### src/rtl/core/blid_pkg.sv
// Shared constants, types and helpers for the bounded list block.
package blid_pkg;

    localparam int CAPACITY = 32;
    localparam int PTR_W    = $clog2(CAPACITY);
    localparam int CNT_W    = $clog2(CAPACITY + 1);
    localparam int SUM_W    = PTR_W + 1;
    localparam int CMP_W    = 7;
    localparam int VAL_W    = 32;
    localparam int POS_W    = 6;
    localparam int OP_W     = 2;

    localparam logic [OP_W-1:0] OP_FRONT = 2'd0;
    localparam logic [OP_W-1:0] OP_BACK  = 2'd1;
    localparam logic [OP_W-1:0] OP_DEL   = 2'd2;

    typedef struct packed {
        logic             last;
        logic             empty;
        logic             refused;
        logic             shift;
        logic [PTR_W-1:0] pos;
        logic [PTR_W-1:0] wr_addr;
    } blid_tag_t;

    function automatic logic [PTR_W-1:0] wrap_add(input logic [PTR_W-1:0] base,
                                                  input logic [SUM_W-1:0] off);
        logic [SUM_W-1:0] s;
        s = SUM_W'(base) + off;
        if (s >= SUM_W'(CAPACITY)) begin
            s = s - SUM_W'(CAPACITY);
        end
        return s[PTR_W-1:0];
    endfunction

endpackage

### src/rtl/core/blid_ram.sv
// Simple dual-port RAM with one write port and one registered read port.
module blid_ram #(
    parameter int DEPTH = 32,
    parameter int WIDTH = 32
) (
    input  logic                     aclk,
    input  logic                     we,
    input  logic [$clog2(DEPTH)-1:0] waddr,
    input  logic [WIDTH-1:0]         wdata,
    input  logic                     re,
    input  logic [$clog2(DEPTH)-1:0] raddr,
    output logic [WIDTH-1:0]         rdata
);

    logic [WIDTH-1:0] mem [DEPTH];
    logic [WIDTH-1:0] rdata_reg;

    always_ff @(posedge aclk) begin
        if (we) begin
            mem[waddr] <= wdata;
        end
    end

    always_ff @(posedge aclk) begin
        if (re) begin
            rdata_reg <= mem[raddr];
        end
    end

    assign rdata = rdata_reg;

endmodule

### src/rtl/core/blid_seq.sv
// Request decode, ring pointers and read sequencer for the list walk.
module blid_seq
    import blid_pkg::*;
(
    input  logic                    aclk,
    input  logic                    aresetn,
    input  logic                    s_valid,
    output logic                    s_ready,
    input  logic [OP_W-1:0]         s_op,
    input  logic signed [VAL_W-1:0] s_value,
    input  logic [POS_W-1:0]        s_index,
    input  logic                    stage_busy,
    input  logic                    adv,
    output logic                    issue,
    output blid_tag_t               tag,
    output logic [PTR_W-1:0]        rd_addr,
    output logic                    cmd_we,
    output logic [PTR_W-1:0]        cmd_waddr,
    output logic [VAL_W-1:0]        cmd_wdata
);

    localparam logic ST_IDLE = 1'b0;
    localparam logic ST_EMIT = 1'b1;

    logic             state_reg,   state_next;
    logic [PTR_W-1:0] head_reg,    head_next;
    logic [CNT_W-1:0] count_reg,   count_next;
    logic [PTR_W-1:0] k_reg,       k_next;
    logic             refused_reg, refused_next;
    logic             del_reg,     del_next;
    logic [POS_W-1:0] idx_reg,     idx_next;

    logic             accept;
    logic             full;
    logic             refused_c;
    logic [PTR_W-1:0] head_dec;
    logic             last_c;
    logic             shift_c;
    logic             is_empty;

    assign accept    = s_valid && s_ready;
    assign s_ready   = (state_reg == ST_IDLE) && !stage_busy;
    assign full      = (count_reg == CNT_W'(CAPACITY));
    assign head_dec  = (head_reg == '0) ? PTR_W'(CAPACITY - 1) : head_reg - 1'b1;
    assign cmd_wdata = s_value;

    always_comb begin
        refused_c = 1'b0;
        cmd_we    = 1'b0;
        cmd_waddr = head_dec;
        unique case (s_op)
            OP_FRONT: begin
                refused_c = full;
                cmd_we    = accept && !full;
                cmd_waddr = head_dec;
            end
            OP_BACK: begin
                refused_c = full;
                cmd_we    = accept && !full;
                cmd_waddr = wrap_add(head_reg, SUM_W'(count_reg));
            end
            OP_DEL: begin
                refused_c = (CMP_W'(s_index) >= CMP_W'(count_reg));
            end
            default: begin
                refused_c = 1'b1;
            end
        endcase
    end

    assign is_empty = (count_reg == '0);
    assign last_c   = is_empty || ((SUM_W'(k_reg) + SUM_W'(1)) == SUM_W'(count_reg));
    assign shift_c  = del_reg && (CMP_W'(k_reg) >= CMP_W'(idx_reg));
    assign rd_addr  = wrap_add(head_reg, SUM_W'(k_reg) + SUM_W'(shift_c));
    assign issue    = (state_reg == ST_EMIT) && adv;

    always_comb begin
        tag.last    = last_c;
        tag.empty   = is_empty;
        tag.refused = refused_reg;
        tag.shift   = shift_c && !is_empty;
        tag.pos     = k_reg;
        tag.wr_addr = wrap_add(head_reg, SUM_W'(k_reg));
    end

    always_comb begin
        state_next   = state_reg;
        head_next    = head_reg;
        count_next   = count_reg;
        k_next       = k_reg;
        refused_next = refused_reg;
        del_next     = del_reg;
        idx_next     = idx_reg;
        if (accept) begin
            state_next   = ST_EMIT;
            k_next       = '0;
            refused_next = refused_c;
            del_next     = (s_op == OP_DEL) && !refused_c;
            idx_next     = s_index;
            if (!refused_c) begin
                if (s_op == OP_DEL) begin
                    count_next = count_reg - 1'b1;
                end else begin
                    count_next = count_reg + 1'b1;
                end
                if (s_op == OP_FRONT) begin
                    head_next = head_dec;
                end
            end
        end else if (issue) begin
            if (last_c) begin
                state_next = ST_IDLE;
                k_next     = '0;
            end else begin
                k_next = k_reg + 1'b1;
            end
        end
    end

    always_ff @(posedge aclk) begin
        if (!aresetn) begin
            state_reg   <= ST_IDLE;
            head_reg    <= '0;
            count_reg   <= '0;
            k_reg       <= '0;
            refused_reg <= 1'b0;
            del_reg     <= 1'b0;
            idx_reg     <= '0;
        end else begin
            state_reg   <= state_next;
            head_reg    <= head_next;
            count_reg   <= count_next;
            k_reg       <= k_next;
            refused_reg <= refused_next;
            del_reg     <= del_next;
            idx_reg     <= idx_next;
        end
    end

    a_count_bounded: assert property (@(posedge aclk) disable iff (!aresetn)
        count_reg <= CNT_W'(CAPACITY))
        else $error("element count above capacity");

    a_walk_in_list: assert property (@(posedge aclk) disable iff (!aresetn)
        (state_reg == ST_EMIT) && !is_empty |-> SUM_W'(k_reg) < SUM_W'(count_reg))
        else $error("walk position beyond list end");

    a_write_on_accept: assert property (@(posedge aclk) disable iff (!aresetn)
        cmd_we |-> accept)
        else $error("list write without accepted request");

endmodule

### src/rtl/core/bounded_list_insert_delete.sv
// Bounded ordered list: front/back insert, positional delete, full list walk per request.
// Accepted requests walk the list; each read passes the RAM read register, then the output
// register. A request holding N elements afterwards yields max(N,1) results, one per cycle
// unless m_ready stalls, set by the single RAM read port; no request is taken mid-walk.
// Reset (synchronous, aresetn low) empties the list; RAM contents are not cleared.
module bounded_list_insert_delete
    import blid_pkg::*;
(
    input  logic                     aclk,
    input  logic                     aresetn,
    input  logic                     s_valid,
    output logic                     s_ready,
    input  logic [OP_W-1:0]          s_op,
    input  logic signed [VAL_W-1:0]  s_value,
    input  logic [POS_W-1:0]         s_index,
    output logic                     m_valid,
    input  logic                     m_ready,
    output logic signed [VAL_W-1:0]  m_item_value,
    output logic [POS_W-1:0]         m_item_position,
    output logic                     m_last_of_run,
    output logic                     m_list_empty,
    output logic                     m_request_refused
);

    logic                    v1_reg;
    blid_tag_t               tag1_reg;
    logic                    m_valid_reg;
    logic signed [VAL_W-1:0] value_reg;
    logic [POS_W-1:0]        pos_reg;
    logic                    last_reg;
    logic                    empty_reg;
    logic                    refused_reg;

    logic             ready2;
    logic             adv;
    logic             issue;
    blid_tag_t        tag;
    logic [PTR_W-1:0] rd_addr;
    logic             cmd_we;
    logic [PTR_W-1:0] cmd_waddr;
    logic [VAL_W-1:0] cmd_wdata;
    logic             wb_we;
    logic             ram_we;
    logic [PTR_W-1:0] ram_waddr;
    logic [VAL_W-1:0] ram_wdata;
    logic [VAL_W-1:0] rdata;

    assign ready2 = !m_valid_reg || m_ready;
    assign adv    = !v1_reg || ready2;
    assign wb_we  = v1_reg && ready2 && tag1_reg.shift;

    assign ram_we    = cmd_we || wb_we;
    assign ram_waddr = wb_we ? tag1_reg.wr_addr : cmd_waddr;
    assign ram_wdata = wb_we ? rdata : cmd_wdata;

    blid_seq u_seq (
        .aclk       (aclk),
        .aresetn    (aresetn),
        .s_valid    (s_valid),
        .s_ready    (s_ready),
        .s_op       (s_op),
        .s_value    (s_value),
        .s_index    (s_index),
        .stage_busy (v1_reg),
        .adv        (adv),
        .issue      (issue),
        .tag        (tag),
        .rd_addr    (rd_addr),
        .cmd_we     (cmd_we),
        .cmd_waddr  (cmd_waddr),
        .cmd_wdata  (cmd_wdata)
    );

    blid_ram #(
        .DEPTH (CAPACITY),
        .WIDTH (VAL_W)
    ) u_ram (
        .aclk  (aclk),
        .we    (ram_we),
        .waddr (ram_waddr),
        .wdata (ram_wdata),
        .re    (issue),
        .raddr (rd_addr),
        .rdata (rdata)
    );

    always_ff @(posedge aclk) begin
        if (!aresetn) begin
            v1_reg      <= 1'b0;
            m_valid_reg <= 1'b0;
        end else begin
            if (adv) begin
                v1_reg <= issue;
            end
            if (ready2) begin
                m_valid_reg <= v1_reg;
            end
        end
    end

    always_ff @(posedge aclk) begin
        if (adv) begin
            tag1_reg <= tag;
        end
        if (ready2) begin
            value_reg   <= tag1_reg.empty ? '0 : rdata;
            pos_reg     <= tag1_reg.empty ? '0 : POS_W'(tag1_reg.pos);
            last_reg    <= tag1_reg.last;
            empty_reg   <= tag1_reg.empty;
            refused_reg <= tag1_reg.refused;
        end
    end

    assign m_valid           = m_valid_reg;
    assign m_item_value      = value_reg;
    assign m_item_position   = pos_reg;
    assign m_last_of_run     = last_reg;
    assign m_list_empty      = empty_reg;
    assign m_request_refused = refused_reg;

    a_no_write_clash: assert property (@(posedge aclk) disable iff (!aresetn)
        !(cmd_we && wb_we))
        else $error("request write collides with delete write-back");

    a_idle_drained: assert property (@(posedge aclk) disable iff (!aresetn)
        s_ready |-> !v1_reg)
        else $error("request accepted while walk still in flight");

    a_empty_is_last: assert property (@(posedge aclk) disable iff (!aresetn)
        m_valid_reg && m_list_empty |-> m_last_of_run && (m_item_position == '0))
        else $error("empty-list item malformed");

    a_issue_has_room: assert property (@(posedge aclk) disable iff (!aresetn)
        issue |-> adv)
        else $error("read issued into stalled stage");

endmodule

### config.mk
export PLATFORM = sky130hd
export DESIGN_NAME = bounded_list_insert_delete
export DESIGN_NICKNAME = d
export VERILOG_FILES = /design/src/rtl/core/blid_pkg.sv /design/src/rtl/core/blid_ram.sv /design/src/rtl/core/blid_seq.sv /design/src/rtl/core/bounded_list_insert_delete.sv
export SDC_FILE = /design/constraint.sdc
export NUM_CORES = 1
export LEC_CHECK = 0
export BUFFER_PORTS_ARGS = -buffer_cell sky130_fd_sc_hd__buf_2
export CORE_MARGIN = 8
export CORE_UTILIZATION = 38
export DETAILED_ROUTE_END_ITERATION = 8
export SLEW_MARGIN = 30
export SYNTH_ARGS = -nofsm -noshare
export SYNTH_HDL_FRONTEND = slang
export SYNTH_SLANG_ARGS = --single-unit
export TNS_END_PERCENT = 50
### constraint.sdc
create_clock -name aclk -period 6.95 [get_ports aclk]
set_input_delay 0.3475 -clock aclk [delete_from_list [all_inputs] [get_ports aclk]]
set_output_delay 0.3475 -clock aclk [all_outputs]
set_load 0.02 [all_outputs]
==> Yosys cells after proc, flatten, opt, wreduce, memory -nomap -nowiden <==
Memory sizes are Yosys's and may differ from the RTL's. A register that Yosys moved wholly into a read port is not among the register bits.
Index checks and enable logic that the tools add are counted.
{ "totals": {"reg_bits": 82, "mem_bits_rw": 1024, "in_bits": 44, "output_inout_bits": 43, "elab_cells": 90, "mem_count": 1} }
{ "mem_list": {"columns": ["name", "words", "width", "rd", "rd_clocked_by_memory_dff", "write_ports", "line", "text"], "rows": [
  ["u_ram.mem", 32, 32, 1, 1, 1, "blid_ram.sv:15", "logic [WIDTH-1:0] mem [DEPTH];"]
]} }
{ "op_classes": {"addsub": 12, "order_cmp": 5, "n_eq_ne": 4, "n_mux": 16, "n_bitwise": 3, "reduce_logical": 28} }
{ "ops": {"columns": ["op", "count"], "rows": [
  ["2-to-1 mux 5 bit", 7],
  ["2-to-1 mux 32 bit", 1],
  ["subtractor 5 x 1 -> 5 bit (second input constant)", 4],
  [">= comparator 6 bit (second input constant)", 3],
  ["adder 5 x 6 -> 6 bit", 2],
  ["logical AND 1 bit", 9],
  ["adder 5 x 1 -> 6 bit", 1],
  ["adder 5 x 1 -> 6 bit (second input constant)", 1],
  ["adder 5 x 5 -> 6 bit", 1],
  ["adder 6 x 1 -> 6 bit (second input constant)", 1],
  ["== test 6 bit", 1],
  ["== test 6 bit (second input constant)", 1],
  [">= comparator 5 x 6 -> 1 bit", 1],
  [">= comparator 6 bit", 1],
  ["logical NOT 6 bit", 1],
  ["2-to-1 mux 1 bit", 6],
  ["2-to-1 mux 6 bit", 1],
  ["subtractor 6 x 1 -> 6 bit (second input constant)", 1],
  ["adder 5 x 1 -> 5 bit (second input constant)", 1],
  ["logical NOT 1 bit", 5],
  ["logical NOT 5 bit", 1],
  ["logical OR 1 bit", 4],
  ["AND reduction 2 bit", 2],
  ["nonzero test 2 bit", 2],
  ["other kinds (7)", 10]
]} }

==> Longest topological paths before layout <==
{ "logic_depth": {"ltp_word": 8, "mapped_depth": 15} }

==> By module <==
Synthesis repeated with hierarchy kept, for this count alone.
{ "unflattened": {"hier_cells": 2695, "area_unflattened_um2": 45708.8} }
{ "modules_own_cells": {"columns": ["module", "instances", "cells_each", "area_each_um2", "seq_area_each_um2"], "rows": [
  ["blid_ram", 1, 2260, 40805.4, 31710.4],
  ["bounded_list_insert_delete", 1, 147, 2499.9, 1661.6],
  ["blid_seq", 1, 288, 2403.6, 500.5]
]} }

==> Worst setup path after synthesis <==
OpenSTA, ideal clock, no wires.
{ "synth_timing": {"path_kind": "reg-to-reg", "startpoint": "register m_valid_reg (netlist: m_valid)", "endpoint": "memory u_ram.mem[5][0] (enable)", "t_arrival_ps": 4690, "path_slack_ps": 1799, "stages_incl_launch_ff": 9, "path_cell_list": "dfxtp_1 nor2b_1 inv_1 and3_1 buf_2 nor2_1 a22oi_1 nand2_1 nor3_1"} }
{ "synth_between": {"elab_chain_cells": 7} }
{ "synth_rtl": {"columns": ["item", "line", "text"], "rows": [
  ["start: declaration", "bounded_list_insert_delete.sv:27", "logic m_valid_reg;"],
  ["start signal: assignment", "bounded_list_insert_delete.sv:96", "m_valid_reg <= v1_reg;"],
  ["logical NOT 1 bit *", "bounded_list_insert_delete.sv:48", "assign ready2 = !m_valid_reg || m_ready;"],
  ["logical OR 1 bit *", "bounded_list_insert_delete.sv:48", null],
  ["named net ready2", "bounded_list_insert_delete.sv:34", "logic ready2;"],
  ["logical AND 1 bit * (2 in a row)", "bounded_list_insert_delete.sv:50", "assign wb_we = v1_reg && ready2 && tag1_reg.shift;"],
  ["logical OR 1 bit", "bounded_list_insert_delete.sv:52", "assign ram_we = cmd_we || wb_we;"],
  ["2-to-1 mux 1 bit", "blid_ram.sv:19", "if (we) begin"],
  ["2-to-1 mux 1 bit (not written as such)", "blid_ram.sv:20", "mem[waddr] <= wdata;"],
  ["end: declaration", "blid_ram.sv:15", null]
]} }
Mark *: on every way through the listed nets, which the timed path passes. The rest lies on a longest branch.

==> Worst setup path in the final report <==
{ "layout_timing": {"startpoint": "register u_seq.k_reg[0]", "endpoint": "register u_ram.rdata_reg[22] (netlist: u_ram.rdata[22]), read port of u_ram.mem, data pin"} }
{ "layout_between": {"elab_chain_cells": 6} }
{ "layout_rtl": {"columns": ["item", "line", "text"], "rows": [
  ["start: declaration", "blid_seq.sv:28", "logic [PTR_W-1:0] k_reg, k_next;"],
  ["start signal: assignment", "blid_seq.sv:133", "k_reg <= k_next;"],
  [">= comparator 5 x 6 -> 1 bit", "blid_seq.sv:73", "assign shift_c = del_reg && (CMP_W'(k_reg) >= CMP_W'(idx_reg));"],
  ["logical AND 1 bit", "blid_seq.sv:73", null],
  ["adder 5 x 1 -> 6 bit *", "blid_seq.sv:74", "assign rd_addr = wrap_add(head_reg, SUM_W'(k_reg) + SUM_W'(shift_c));"],
  ["adder 5 x 6 -> 6 bit *", "blid_pkg.sv:29", "s = SUM_W'(base) + off;"],
  ["subtractor 5 x 1 -> 5 bit / >= comparator 6 bit (equally long branches)", "blid_pkg.sv:31, blid_pkg.sv:30", null],
  ["2-to-1 mux 5 bit *", "blid_pkg.sv:30", "if (s >= SUM_W'(CAPACITY)) begin"],
  ["end: declaration", "blid_ram.sv:16", "logic [WIDTH-1:0] rdata_reg;"]
]} }
Every way passes the cells marked *; elsewhere a longest branch is shown, timed or not.
A chain may end at the register's enable or synchronous reset.

==> metrics.cfg <==
[critical_path]
worst_ep_arrival_time_ns = 5.79
r2r_cells = 13
cp.required_ns = 7.39
slowest_delay_ns = 1.24
worstReg2RegStart = u_seq.k_reg[0]
critical_path.slowest_cell = fa_4
end_kind = flop
regToRegEndpoint = u_ram.rdata[22]
crit_type = reg -> reg
crit_chain = inv_1 -> ha_1 -> nand2b_1 -> a21o_1 -> a21o_1 -> a211oi_1 -> or4b_2 -> fa_4 -> buf_12 -> buf_12 -> mux4_2 -> mux4_2 -> mux2_2
r2r_slack_ns = 1.59
path_max_fanout = 32
start_kind = flop

[global_route]
gr-total-overflow = 0
track_usage = 0.171
grt_pass1_vias = 21880
grt_max_degree = 72
antenna_found_initial = 4
grt_pass1_wl_um = 158000

[power]
power_mw = 15.2
clkPwrFrac = 0.394
leakage_nw = 16.7
comb_power_share = 0.094
p_int_mw = 11.8
ir_drop_mv = 0.196
p_per_area_nw_per_um2 = 297
p_switching_mw = 3.44
pwr-share-seq = 0.512
swShare = 0.226

[routing]
drt_iter0_markers = 2389
drt_first_pass_iters = 7
vias = 21062
route.detailed.drc = 0
via_per_inst = 5.53
routed_wl_um = 110000
wire_per_inst_um = 28.9
drtAntennaViolNets = 0

[min_path]
holdPathStages = 2
hold_start = aresetn
min_to = u_seq.head_reg[0]
hp-class = in -> reg

[timing]
worst_pin_slew_ns = 1.02
drv_slew = 0
fmax_ghz = 0.187
fin_setup_tns_ns = 0
finClkSkew_ns = 0.0237
period_minus_slack_ns = 5.36
hold_violations = 0
timing.final.crit_share = 0.771
slew_headroom = 0.319
setup-violations-final = 0
rsz0062_at_grt = false

[logic_synthesis]
synth.distinct_cells = 56
ys_seq_area_frac = 0.760
syn_inst = 2001
synth_top_area_share = 0.748
synth_area_leaders = edfxtp_1 75%, mux4_2 16%, dfxtp_1 1.2%
synthArstFlopShare = 0
synth-edff-count = 1110
synth_top_area_cell = edfxtp_1
syn_area_um2 = 44600
synthFlopType = edfxtp_1
avgSynthCellArea_um2 = 22.3
synth_nets = 2075
yosysWarnings = 0
synth-seq-cells = 1137

[finish]
nNetsFinal = 2267
diodes = 0
largest_register_ff_count = 1024
finalNonFillerCells = 3806
fillers = 9710
final_cell_mix = 1110 x edfxtp_1, 320 x mux4_2, 116 x nand2_1
synthToLayoutAreaGrowth_pct = 14.9
utilization = 0.441
final_common_cell = edfxtp_1
drive_gt1_frac = 0.320
finalInstanceArea_um2 = 51200

[die]
rows = 125
dieArea_um2 = 129000
die_y_um = 358
design.core.area_um2 = 116000
fp.dieW_um = 358
start_util = 0.384
ios = 87

[outcome]
status = finished clean

[placed_design]
port_buffers = 85
hpwlAfterDp_um = 58000
gp_congestion = 0.758
placed_cell_area_um2 = 47400
dp_cells = 3595

[cts]
numCtsBuffers = 111
path_clk_slew_ns = 0.06
postCtsHoldBufs = 8
h-tree-depth = 3
tritoncts = done
cts_sinks = 1137
cts-root-buf = clkbuf_16
clk_latency_ns = 0.69
cts.path.max_buffers = 3
post-cts-setup-buffers = 0
cts_resized = 0

[flow_run]
drv_cap = 0

==> synthesized netlist by cell type (all sizes together) (2+ instances only) <==
master	count
nor2	38
o21ai	15
nand3	8
ha	25
o21bai	2
clkbuf	48
a21o	11
inv	26
nand2b	5
xor2	9
a211oi	6
a211o	2
fa	5
and3	4
or3	2
xnor2	16
mux2i	9
nor2b	47
o21a	3
mux4	320
nand2	125
a21boi	8
o31ai	2
a22oi	2
dfxtp	27
edfxtp	1110
mux2	36
a31oi	2
nor3	12
and2	3
buf	44
o311a	2
nand4	2
a21oi	11
==> kinds of logic after synthesis <==
group / after synthesis / share of synthesized area
AO/OA/AOI/OAI: 74 / 0.0117
XOR/XNOR: 25 / 0.00508
adder cells (fa/ha/maj): 30 / 0.00926
buffers and inverters: 118 / 0.0152
flip-flops: 1137 / 0.760
multiplexers: 365 / 0.173
other: 1 / 0.0000841
AND/OR/NAND/NOR: 251 / 0.0259
==> how the worst max path moves through the flow <==
stage                         from         endpoint  depth (start not counted)
floorplan                  m_valid  u_ram.mem[5][0]                          8
global route        u_seq.k_reg[0]  u_ram.rdata[22]                         13
finish              u_seq.k_reg[0]  u_ram.rdata[22]                         13
detailed placement  u_seq.k_reg[0]  u_ram.rdata[22]                         13
CTS                 u_seq.k_reg[0]  u_ram.rdata[22]                         13
global placement    u_seq.k_reg[0]  u_ram.rdata[22]                         13
==> critical path: cells and delay by family, from the launching register on <==
family,cells,cell delay [ns]
compound gates,3,0.27
fa+ha+maj,2,1.53
buf+inv,3,0.65
flops,1,0.48
mux,3,1.33
simple gates,2,0.79
==> final cells by class <==
class | count | area (um^2) | area share
repair buffers | 171 | 1370 | 0.0267
multi-input cells | 746 | 10300 | 0.202
well taps | 1524 | 1910 | 0.0372
inverters | 26 | 98.8 | 0.00193
flip-flops and latches | 1137 | 33900 | 0.662
clock buffers | 135 | 2870 | 0.0560
clock inverters | 67 | 766 | 0.0150
==> power by group through the flow <==
stage          clock network, mW  logic (mW)  registers [mW]
3_3_place_gp                   0        1.40            7.95
4_1_cts                     6.11        1.45            7.80
3_5_place_dp                   0        1.44            7.95
5_1_grt                     6.37        1.53            7.81
6_report                    6.00        1.43            7.80
2_1_floorplan                  0       0.959            7.98
==> stage by stage <==
stage	hold WS, ns	setup slack [ns]
floorplan	0.400	1.80
global placement	0.415	1.53
detailed placement	0.407	1.55
CTS	0.0688	1.54
global route	0.103	1.35
finish	0.101	1.59
==> routing by layer <==
metal  GRT usage  up-vias  share of wire  routed length [um]
li1            -     8700              -                   -
met1       0.235    11433           0.42               46100
met2       0.285      795           0.50               54400
met3      0.0282      132          0.067                7390
met4      0.0384        2          0.017                1890
met5           0        -        0.00011                  12
Power figures use the tool's default switching activity.
